===== config.mk =====
export PLATFORM = sky130hd
export DESIGN_NAME = byte_unstuff_deframer
export DESIGN_NICKNAME = d
export VERILOG_FILES = /design/src/design/bud_pkg.sv /design/src/design/byte_unstuff_deframer.sv
export SDC_FILE = /design/constraint.sdc
export NUM_CORES = 1
export LEC_CHECK = 0
export BUFFER_PORTS_ARGS = -buffer_cell sky130_fd_sc_hd__buf_2
export CORE_MARGIN = 10
export CORE_UTILIZATION = 61
export CTS_CLUSTER_DIAMETER = 80
export DETAILED_ROUTE_END_ITERATION = 10
export PLACE_DENSITY = 0.87
export SYNTH_ARGS = -nofsm -noshare
export SYNTH_HDL_FRONTEND = slang
export SYNTH_SLANG_ARGS = --single-unit

===== constraint.sdc =====
create_clock -name clk -period 6.9 [get_ports clk]
set_clock_uncertainty 0.2 [all_clocks]
set_input_delay 0.345 -clock clk [delete_from_list [all_inputs] [get_ports clk]]
set_output_delay 0.345 -clock clk [all_outputs]
set_load 0.05 [all_outputs]

===== src/design/bud_pkg.sv =====
`timescale 1ns / 1ps
`default_nettype none

package bud_pkg;

    // Size of the destination buffer; the usable capacity is the smaller of
    // this and the buffer_length register.
    localparam int BUFFER_DEPTH = 4096;

    localparam int CAP_W     = 17;
    localparam int COUNT_W   = 13;
    localparam int INDEX_W   = 12;
    localparam int STATUS_W  = 3;
    localparam int CFG_IDX_W = 2;
    localparam int CFG_DAT_W = 13;
    localparam int OUT_W     = 48;

    typedef enum logic [STATUS_W-1:0] {
        ST_OK      = 3'd0,
        ST_RESTART = 3'd1,
        ST_NOMEM   = 3'd2,
        ST_ENDED   = 3'd3,
        ST_BAD     = 3'd4
    } status_t;

    typedef enum logic [CFG_IDX_W-1:0] {
        REG_START_CODE    = 2'd0,
        REG_END_CODE      = 2'd1,
        REG_ESCAPE_CODE   = 2'd2,
        REG_BUFFER_LENGTH = 2'd3
    } cfg_index_t;

    typedef enum logic [4:0] {
        PH_AWAIT  = 5'b00001,
        PH_RAW    = 5'b00010,
        PH_ESC    = 5'b00100,
        PH_ENDED  = 5'b01000,
        PH_FAILED = 5'b10000
    } phase_t;

    // Result beat, highest field first (packed struct lists MSB first).
    typedef struct packed {
        logic [6:0]         pad;
        logic               frame_bad;
        logic               frame_complete;
        logic               waiting_start;
        logic [COUNT_W-1:0] frame_length;
        logic [7:0]         write_byte;
        logic [INDEX_W-1:0] write_index;
        logic               write_valid;
        logic               consumed;
        status_t            status;
    } result_t;

    localparam logic [7:0]         RST_START_CODE    = 8'd161;
    localparam logic [7:0]         RST_END_CODE      = 8'd162;
    localparam logic [7:0]         RST_ESCAPE_CODE   = 8'd163;
    localparam logic [COUNT_W-1:0] RST_BUFFER_LENGTH = 13'd4096;

endpackage

`default_nettype wire


===== src/design/byte_unstuff_deframer.sv =====
`timescale 1ns / 1ps
`default_nettype none
// Byte-unstuffing deframer.
//
// Input channel (s_axis_*): one beat per stuffed byte. s_axis_tuser is the
// mode flag: 0 carries a byte in s_axis_tdata, 1 is a new-frame command that
// clears the length and waits for a start code (tdata ignored).
// Output channel (m_axis_*): exactly one result beat per input beat, in order,
// carrying status, consumed flag, the buffer write (valid, index, byte) and
// the frame flags after the byte.
// Configuration channel (cfg_*): writes start, end and escape codes and the
// buffer length; always ready. Write only while the block is idle.
//
// The result is registered; it appears in the cycle after the beat is accepted.
// Throughput: one beat per cycle while results are taken; the frame state is
// updated in the cycle the beat is accepted, so the next byte sees it
// immediately. The result register is the only stage between the channels.
// Receiver stall: the result holds in the output register and s_axis_tready
// drops until m_axis_tready takes it; nothing is lost or repeated.
// Reset: registers return to their reset codes, the frame waits for a start
// code with zero length, and the output register is empty.
module byte_unstuff_deframer (
    input  wire logic                            clk,
    input  wire logic                            rst_n,
    input  wire logic                            s_axis_tvalid,
    output logic                                 s_axis_tready,
    // data_byte[7:0]
    input  wire logic [7:0]                      s_axis_tdata,
    // mode
    input  wire logic                            s_axis_tuser,
    output logic                                 m_axis_tvalid,
    input  wire logic                            m_axis_tready,
    // status[2:0], consumed[3], write_valid[4], write_index[16:5],
    // write_byte[24:17], frame_length[37:25], waiting_start[38],
    // frame_complete[39], frame_bad[40], zero fill [47:41]
    output logic [bud_pkg::OUT_W-1:0]            m_axis_tdata,
    input  wire logic                            cfg_valid,
    output logic                                 cfg_ready,
    input  wire logic [bud_pkg::CFG_IDX_W-1:0]   cfg_index,
    input  wire logic [bud_pkg::CFG_DAT_W-1:0]   cfg_data
);

    localparam logic [bud_pkg::CAP_W-1:0] DEPTH_C = bud_pkg::CAP_W'(bud_pkg::BUFFER_DEPTH);

    logic [7:0]                     start_code_reg;
    logic [7:0]                     end_code_reg;
    logic [7:0]                     escape_code_reg;
    logic [bud_pkg::COUNT_W-1:0]    buffer_length_reg;

    bud_pkg::phase_t                phase_reg, phase_next;
    logic [bud_pkg::COUNT_W-1:0]    count_reg, count_next;

    bud_pkg::result_t               result_reg, result_next;
    logic                           out_valid_reg;

    logic                           in_fire;
    logic [bud_pkg::CAP_W-1:0]      capacity;
    logic                           full;
    logic [7:0]                     inv_byte;
    logic                           inv_special;

    assign cfg_ready     = 1'b1;
    assign s_axis_tready = !out_valid_reg || m_axis_tready;
    assign in_fire       = s_axis_tvalid && s_axis_tready;
    assign m_axis_tvalid = out_valid_reg;
    assign m_axis_tdata  = result_reg;

    // Capacity is the smaller of the register and the physical depth.
    always_comb
    begin
        if (bud_pkg::CAP_W'(buffer_length_reg) > DEPTH_C)
        begin
            capacity = DEPTH_C;
        end
        else
        begin
            capacity = bud_pkg::CAP_W'(buffer_length_reg);
        end
    end

    assign full        = bud_pkg::CAP_W'(count_reg) >= capacity;
    assign inv_byte    = ~s_axis_tdata;
    assign inv_special = (inv_byte == start_code_reg) || (inv_byte == end_code_reg)
                         || (inv_byte == escape_code_reg);

    // Decode one byte against the current frame state.
    always_comb
    begin
        phase_next  = phase_reg;
        count_next  = count_reg;
        result_next = '0;
        result_next.status = bud_pkg::ST_OK;

        if (s_axis_tuser)
        begin
            count_next = '0;
            phase_next = bud_pkg::PH_AWAIT;
        end
        else
        begin
            case (phase_reg)
                bud_pkg::PH_AWAIT:
                begin
                    count_next = '0;
                    phase_next = (s_axis_tdata == start_code_reg) ? bud_pkg::PH_RAW
                                                                  : bud_pkg::PH_FAILED;
                    result_next.consumed = 1'b1;
                end
                bud_pkg::PH_RAW, bud_pkg::PH_ESC:
                begin
                    if (s_axis_tdata == start_code_reg)
                    begin
                        // restart the frame from zero length
                        count_next = '0;
                        phase_next = bud_pkg::PH_RAW;
                        result_next.status   = bud_pkg::ST_RESTART;
                        result_next.consumed = 1'b1;
                    end
                    else if (phase_reg == bud_pkg::PH_RAW && s_axis_tdata == end_code_reg)
                    begin
                        // an empty frame fails on its end code
                        phase_next = (count_reg == '0) ? bud_pkg::PH_FAILED
                                                       : bud_pkg::PH_ENDED;
                        result_next.consumed = 1'b1;
                    end
                    else if (phase_reg == bud_pkg::PH_RAW
                             && s_axis_tdata == escape_code_reg)
                    begin
                        phase_next = bud_pkg::PH_ESC;
                        result_next.consumed = 1'b1;
                    end
                    else if (phase_reg == bud_pkg::PH_ESC
                             && (s_axis_tdata == end_code_reg
                                 || s_axis_tdata == escape_code_reg))
                    begin
                        phase_next = bud_pkg::PH_FAILED;
                        result_next.consumed = 1'b1;
                    end
                    else if (full)
                    begin
                        // refuse the byte, hold the state
                        result_next.status = bud_pkg::ST_NOMEM;
                    end
                    else if (phase_reg == bud_pkg::PH_RAW)
                    begin
                        result_next.write_valid = 1'b1;
                        result_next.write_index = count_reg[bud_pkg::INDEX_W-1:0];
                        result_next.write_byte  = s_axis_tdata;
                        result_next.consumed    = 1'b1;
                        count_next = count_reg + 1'b1;
                    end
                    else if (inv_special)
                    begin
                        result_next.write_valid = 1'b1;
                        result_next.write_index = count_reg[bud_pkg::INDEX_W-1:0];
                        result_next.write_byte  = inv_byte;
                        result_next.consumed    = 1'b1;
                        count_next = count_reg + 1'b1;
                        phase_next = bud_pkg::PH_RAW;
                    end
                    else
                    begin
                        phase_next = bud_pkg::PH_FAILED;
                        result_next.consumed = 1'b1;
                    end
                end
                default:
                begin
                    // ended or failed: refuse, hold the state
                end
            endcase
        end

        if (result_next.status == bud_pkg::ST_OK)
        begin
            if (phase_next == bud_pkg::PH_ENDED)
            begin
                result_next.status = bud_pkg::ST_ENDED;
            end
            else if (phase_next == bud_pkg::PH_FAILED)
            begin
                result_next.status = bud_pkg::ST_BAD;
            end
        end

        result_next.frame_length   = count_next;
        result_next.waiting_start  = (phase_next == bud_pkg::PH_AWAIT);
        result_next.frame_complete = (phase_next == bud_pkg::PH_ENDED);
        result_next.frame_bad      = (phase_next == bud_pkg::PH_FAILED);
    end

    // Configuration registers.
    always_ff @(posedge clk or negedge rst_n)
    begin
        if (!rst_n)
        begin
            start_code_reg    <= bud_pkg::RST_START_CODE;
            end_code_reg      <= bud_pkg::RST_END_CODE;
            escape_code_reg   <= bud_pkg::RST_ESCAPE_CODE;
            buffer_length_reg <= bud_pkg::RST_BUFFER_LENGTH;
        end
        else if (cfg_valid)
        begin
            case (cfg_index)
                bud_pkg::REG_START_CODE:    start_code_reg    <= cfg_data[7:0];
                bud_pkg::REG_END_CODE:      end_code_reg      <= cfg_data[7:0];
                bud_pkg::REG_ESCAPE_CODE:   escape_code_reg   <= cfg_data[7:0];
                bud_pkg::REG_BUFFER_LENGTH: buffer_length_reg <= cfg_data;
                default:                    ;
            endcase
        end
    end

    // Frame state: advance on every accepted beat.
    always_ff @(posedge clk or negedge rst_n)
    begin
        if (!rst_n)
        begin
            phase_reg <= bud_pkg::PH_AWAIT;
            count_reg <= '0;
        end
        else if (in_fire)
        begin
            phase_reg <= phase_next;
            count_reg <= count_next;
        end
    end

    // Output register: load on accept, drop once taken.
    always_ff @(posedge clk or negedge rst_n)
    begin
        if (!rst_n)
        begin
            out_valid_reg <= 1'b0;
        end
        else if (in_fire)
        begin
            out_valid_reg <= 1'b1;
        end
        else if (m_axis_tready)
        begin
            out_valid_reg <= 1'b0;
        end
    end

    always_ff @(posedge clk)
    begin
        if (in_fire)
        begin
            result_reg <= result_next;
        end
    end

endmodule

`default_nettype wire


# Word level (Yosys, flattened, before mapping)
# Cells that the tools add are included.
# W data, S select, Z words.
# totals
register_bits,97
out_inout_bits,51
in_bits,29
elab_cells,95
# op_classes
order_cmp,2
n_eq_ne,15
reduce_logical,19
n_bitwise,2
n_addsub,1
mux,40
# ops
cell,n
$mux W13,9
$mux W5,10
$eq A8 B8 Y1,6
$mux W22,2
$pmux W13 S2,1
$mux W3,8
$mux W21,1
$ge A13 B17 Y1,1
$add A13 B1 Y13 const B,1
$gt A13 B13 Y1 const B,1
$logic_not A13 Y1,1
$eq A5 B1 Y1 const B,2
$pmux W5 S2,1
$not A8 Y8,1
$reduce_and A2 Y1,4
$reduce_or A7 Y1,1
$eq A5 B2 Y1 const B,1
$eq A5 B3 Y1 const B,1
$eq A5 B4 Y1 const B,1
$eq A5 B5 Y1 const B,1
$mux W1,5
$eq A2 B2 Y1 const B,2
$logic_and A1 B1 Y1,4
$logic_or A1 B1 Y1,4
other kinds (10),10

# Logic depth before layout (Yosys ltp)
# depth
ltp_word,17
ltp_mapped,13
mapped_depth_nobuf,11

# Worst setup path after synthesis
# No wires, ideal clock.
# synth_timing
kind,register -> register
start,reg out_valid_reg (netlist: m_axis_tvalid)
end,reg count_reg[10] in the netlist's numbering
required_ps,6584
setup_ps,116
t_arrival_ps,3174
setup_slack_ps,3410
period_less_slack_ps,3490
stages_incl_launch_ff,7
n_path_buf,1
path_cell_list,dfrtp_1 -> nand2b_1 -> nand2_1 -> inv_1 -> clkbuf_1 -> nand2_1 -> o311ai_0
# synth_via
elab_chain_len,3
# synth_rtl
item,line,text
start: declaration,byte_unstuff_deframer.sv:54,logic out_valid_reg;
start signal: assignment,byte_unstuff_deframer.sv:234,out_valid_reg <= 1'b0;
start signal: assignment,byte_unstuff_deframer.sv:238,out_valid_reg <= 1'b1;
start signal: assignment,byte_unstuff_deframer.sv:242,out_valid_reg <= 1'b0;
$logic_not A1 Y1,byte_unstuff_deframer.sv:63,assign s_axis_tready = !out_valid_reg || m_axis_tready;
$logic_or A1 B1 Y1,byte_unstuff_deframer.sv:63,
net s_axis_tready,byte_unstuff_deframer.sv:26,"output logic s_axis_tready,"
$logic_and A1 B1 Y1,byte_unstuff_deframer.sv:64,assign in_fire = s_axis_tvalid && s_axis_tready;
net in_fire,byte_unstuff_deframer.sv:56,logic in_fire;
end signal: assignment,byte_unstuff_deframer.sv:225,count_reg <= count_next;
end: declaration,byte_unstuff_deframer.sv:51,"logic [bud_pkg::COUNT_W-1:0] count_reg, count_next;"
# The timed path passes the listed nets, and every way through them passes these cells.
# A chain may end at the register's enable or synchronous reset.

# Worst setup path in the final report
# layout_timing
start,reg buffer_length_reg[12] in the netlist's numbering
end,"reg result_reg, in the netlist m_axis_tdata[34], data pin"
# layout_via
elab_chain_len,10
# layout_rtl
item,line,text
start: declaration,byte_unstuff_deframer.sv:48,logic [bud_pkg::COUNT_W-1:0] buffer_length_reg;
start signal: assignment,byte_unstuff_deframer.sv:200,buffer_length_reg <= bud_pkg::RST_BUFFER_LENGTH;
start signal: assignment,byte_unstuff_deframer.sv:208,bud_pkg::REG_BUFFER_LENGTH: buffer_length_reg <= cfg_data;
$gt A13 B13 Y1,byte_unstuff_deframer.sv:71,if (bud_pkg::CAP_W'(buffer_length_reg) > DEPTH_C)
$mux W13 (*),byte_unstuff_deframer.sv:71,
$ge A13 B17 Y1 (*),byte_unstuff_deframer.sv:81,assign full = bud_pkg::CAP_W'(count_reg) >= capacity;
$mux W13 (*),byte_unstuff_deframer.sv:139,else if (full)
$mux W13 (*),byte_unstuff_deframer.sv:132,else if (phase_reg == bud_pkg::PH_ESC
$mux W13 (*),byte_unstuff_deframer.sv:126,else if (phase_reg == bud_pkg::PH_RAW
$mux W13 (*),byte_unstuff_deframer.sv:119,else if (phase_reg == bud_pkg::PH_RAW && s_axis_tdata == end_code_reg)
$mux W13 (*),byte_unstuff_deframer.sv:111,if (s_axis_tdata == start_code_reg)
$pmux W13 S2 (*),byte_unstuff_deframer.sv:101,case (phase_reg)
$mux W13 (*),byte_unstuff_deframer.sv:94,if (s_axis_tuser)
"net count_next, one bit",byte_unstuff_deframer.sv:51,
end signal: assignment,byte_unstuff_deframer.sv:250,result_reg <= result_next;
end: declaration,byte_unstuff_deframer.sv:53,"bud_pkg::result_t result_reg, result_next;"
# Mark *: on every way through the listed nets, which the timed path passes. The rest lies on a longest branch.

==> out/qor.yml <==
start_util: 0.6214
peakVddDrop_mv: 0.1275
synth_compound_area_frac: 0.1216
drtIter0Drc: 279
fin_setup_tns_ns: 0
syn_area_mm2: 0.005393
seqPwrFrac: 0.516
holdPathEnd: "buffer_length_reg[8]$_DFFE_PN0P_"
power_density_mw_per_mm2: 234.7
ys_ff_latch: 97
synthTopCellsByArea: "edfxtp_1 23%, dfrtp_1 20%, mux2_2 8.1%"
crit_family: "compound AO/OA/AOI/OAI gates"
worst_setup_path_start_kind: "flop"
cts_num_sinks: 97
reg2reg_from: "buffer_length_reg[12]$_DFFE_PN1P_"
cts_tree: "done"
period_needed_ns: 3.629
pre_cts_ws_ns: 3.450
antenna_cells: 0
grt_max_degree: 57
rrSetupSlack_ns: 3.27
critPathBufInv: 1
dpl.hpwl_mm: 9.238
grt_pass1_wl_mm: 20.78
min_path_cells: 2
die_x_um: 114.0
vias_per_cell: 6.336
synth_top_cell_area_share: 0.2283
status: "finished clean"
htree_levels: 3
power_frac_clock: 0.250
num_rows: 34
synthFlopType: "dfrtp_1"
ys_types: 63
yosys.area.top_type: "edfxtp_1"
synth-xor-area-share: 0.05360
numCtsBuffers: 9
critical_path_class: "reg2reg"
largest_register_ffs: 41
post_dp_cell_area_mm2: 0.005741
die_h_um: 114.0
synth_top_family_by_area: "simple AND/OR/NAND/NOR gates"
wl_mm: 12.84
max_cap_viol_count: 0
reg2regPathDepth: 10
worst_pin_slew_ns: 1.231
fill_cells: 675
synth_cells: 501
grt_pass1_vias: 4170
rr_endpoint: "m_axis_tdata[34]$_DFFE_PP_"
finalHoldViolCount: 0
syn_avg_cell_area_um2: 10.76
ys_warn_count: 0
firstDrtPassIters: 5
drv_slew: 0
p_int_uw: 928.7
antenna_found_initial: 0
required_ns: 6.78
yosys.area_share.adder: 0.03712
max_slew_margin: 0.1775
gr-total-overflow: 0
io_pins: 80
synth-seq-area-share: 0.4910
synthMuxAreaShare: 0.08886
setup_slack_ns: 3.271
area_delta_synth_final_pct: 10.28
drive_above_1_share: 0.2713
synthSimpleGateAreaFrac: 0.1661
drc: 0
p_comb_frac: 0.234
routedWlPerCell_um: 19.10
port_buffers: 71
crit_path_end_kind: "flop"
clk_latency_ns: 0.38
num_vias: 4258
clk_pin_slew_ns: 0.09
cp_cell_sequence: "inv_1 > nand2_1 > ha_1 > a21o_1 > a21oi_1 > o2111a_1 > o21a_1 > o2111ai_1 > o211ai_1 > o311ai_0"
crit_fanout: 17
postRouteAntennaNets: 0
seqCellArea_mm2: 0.002648
cts-root-buf: "clkbuf_8"
critPathMaxStageDelay_ns: 0.55
fin_crit_sh: 0.5259
multi_input_area_mm2: 0.002550
fin_nets: 604
synth_edf_count: 41
async_reset_ff_frac: 0.5773
crit_slowest_cell: "dfstp_2"
grt_usage: 0.1954
leakage_nw: 2.462
max-clock-path-buffers: 2
die-area_mm2: 0.01300
crit_arrival_ns: 3.50
p_switching_uw: 467.3
worstHoldStart: "cfg_data[8]"
finalWeightedCongestion: 0.8736
p_sw_frac: 0.3348
core_mm2: 0.008678
rsz0062_at_grt: "no"
max_freq_ghz: 0.2756
hold_path_class: "in2reg"
setup_viol: 0
design_area_mm2: 0.005947
fin_util: 0.6853
## per-stage QoR
stage          cells  total power, mW  hold slack, ns
2_1_floorplan    507           0.9641         -0.1506
3_3_place_gp     653            1.032          0.2966
3_5_place_dp     653            1.049          0.2956
4_1_cts          671            1.395        0.006109
5_1_grt          672            1.461       0.0008791
6_report         672            1.396        0.007889
## cells in the final DEF (no fill, tap or decap), drive strengths merged, types with 15 or more instances in the layout
master / n
buf: 73
nand2: 48
dfrtp: 44
edfxtp: 41
mux2: 39
nor2: 38
xor2: 24
nand3: 18
ha: 16
o21ai: 15
## cell usage after synthesis (all sizes together), types with 3 or more instances
cell type	count
a21o	8
a21oi	13
a31oi	9
a41oi	3
and2	11
and3	5
buf	19
clkbuf	16
dfrtp	44
dfstp	12
edfxtp	41
ha	16
inv	10
mux2	39
mux2i	4
nand2	48
nand2b	3
nand3	18
nand4	9
nor2	38
nor3	8
nor4	12
o2111ai	10
o21ai	15
o311ai	5
or2	3
or3	5
or4	8
xnor2	9
xor2	24
## power by group through the flow
stage,Combinational (mW),Sequential [mW],Clock (mW)
CTS,0.324,0.719,0.351
global placement,0.305,0.726,0
finish,0.326,0.720,0.349
floorplan,0.207,0.757,0
detailed placement,0.319,0.730,0
global route,0.356,0.727,0.378
## layout make-up
class / count / share of cell area
multi-input cells: 365 / 0.4288
inverters: 10 / 0.006312
clock inverters: 6 / 0.008205
clock buffers: 10 / 0.02146
repair buffers: 76 / 0.06733
well taps: 108 / 0.02272
flip-flops and latches: 97 / 0.4452
## worst register-to-register path: stages (launching register included)
cell	delay [ns]
dfstp_2	0.55
inv_1	0.14
nand2_1	0.12
ha_1	0.24
a21o_1	0.20
a21oi_1	0.24
o2111a_1	0.25
o21a_1	0.52
o2111ai_1	0.39
o211ai_1	0.30
o311ai_0	0.18
## logic make-up (layout without fill, tap and decap cells)
family                   count (synthesis)  after routing
multiplexers                            43             43
buffers and inverters                   45            102
adder cells (fa/ha/maj)                 16             16
other                                    2              8
flip-flops                              97             97
AND/OR/NAND/NOR                        176            176
XOR/XNOR                                33             33
AO/OA/AOI/OAI                           89             89
## worst max-delay path by stage
stage / from / end / depth (start not counted)
floorplan: m_axis_tvalid$_DFFE_PN0P_ / count_reg[10]$_DFFE_PN0P_ / 6
global placement: buffer_length_reg[12]$_DFFE_PN1P_ / m_axis_tdata[1]$_DFFE_PP_ / 10
detailed placement: buffer_length_reg[12]$_DFFE_PN1P_ / m_axis_tdata[34]$_DFFE_PP_ / 10
CTS: buffer_length_reg[12]$_DFFE_PN1P_ / m_axis_tdata[34]$_DFFE_PP_ / 10
global route: buffer_length_reg[12]$_DFFE_PN1P_ / m_axis_tdata[1]$_DFFE_PP_ / 10
finish: buffer_length_reg[12]$_DFFE_PN1P_ / m_axis_tdata[34]$_DFFE_PP_ / 10
## metal layers
metal	global-route usage	wire (um)	up-vias
met1	0.2486	5211	2050
met2	0.3162	6306	220
li1	-	-	1957
met5	0	0	-
met3	0.04147	1018	31
met4	0.08104	300	0
## repair_timing
item                      CTS  global route
hold buffers                2             1
gates resized for setup     0             0
buffers inserted            0             0
hold endpoints to repair   45             1
No activity file was read; power rests on OpenSTA's default activity.
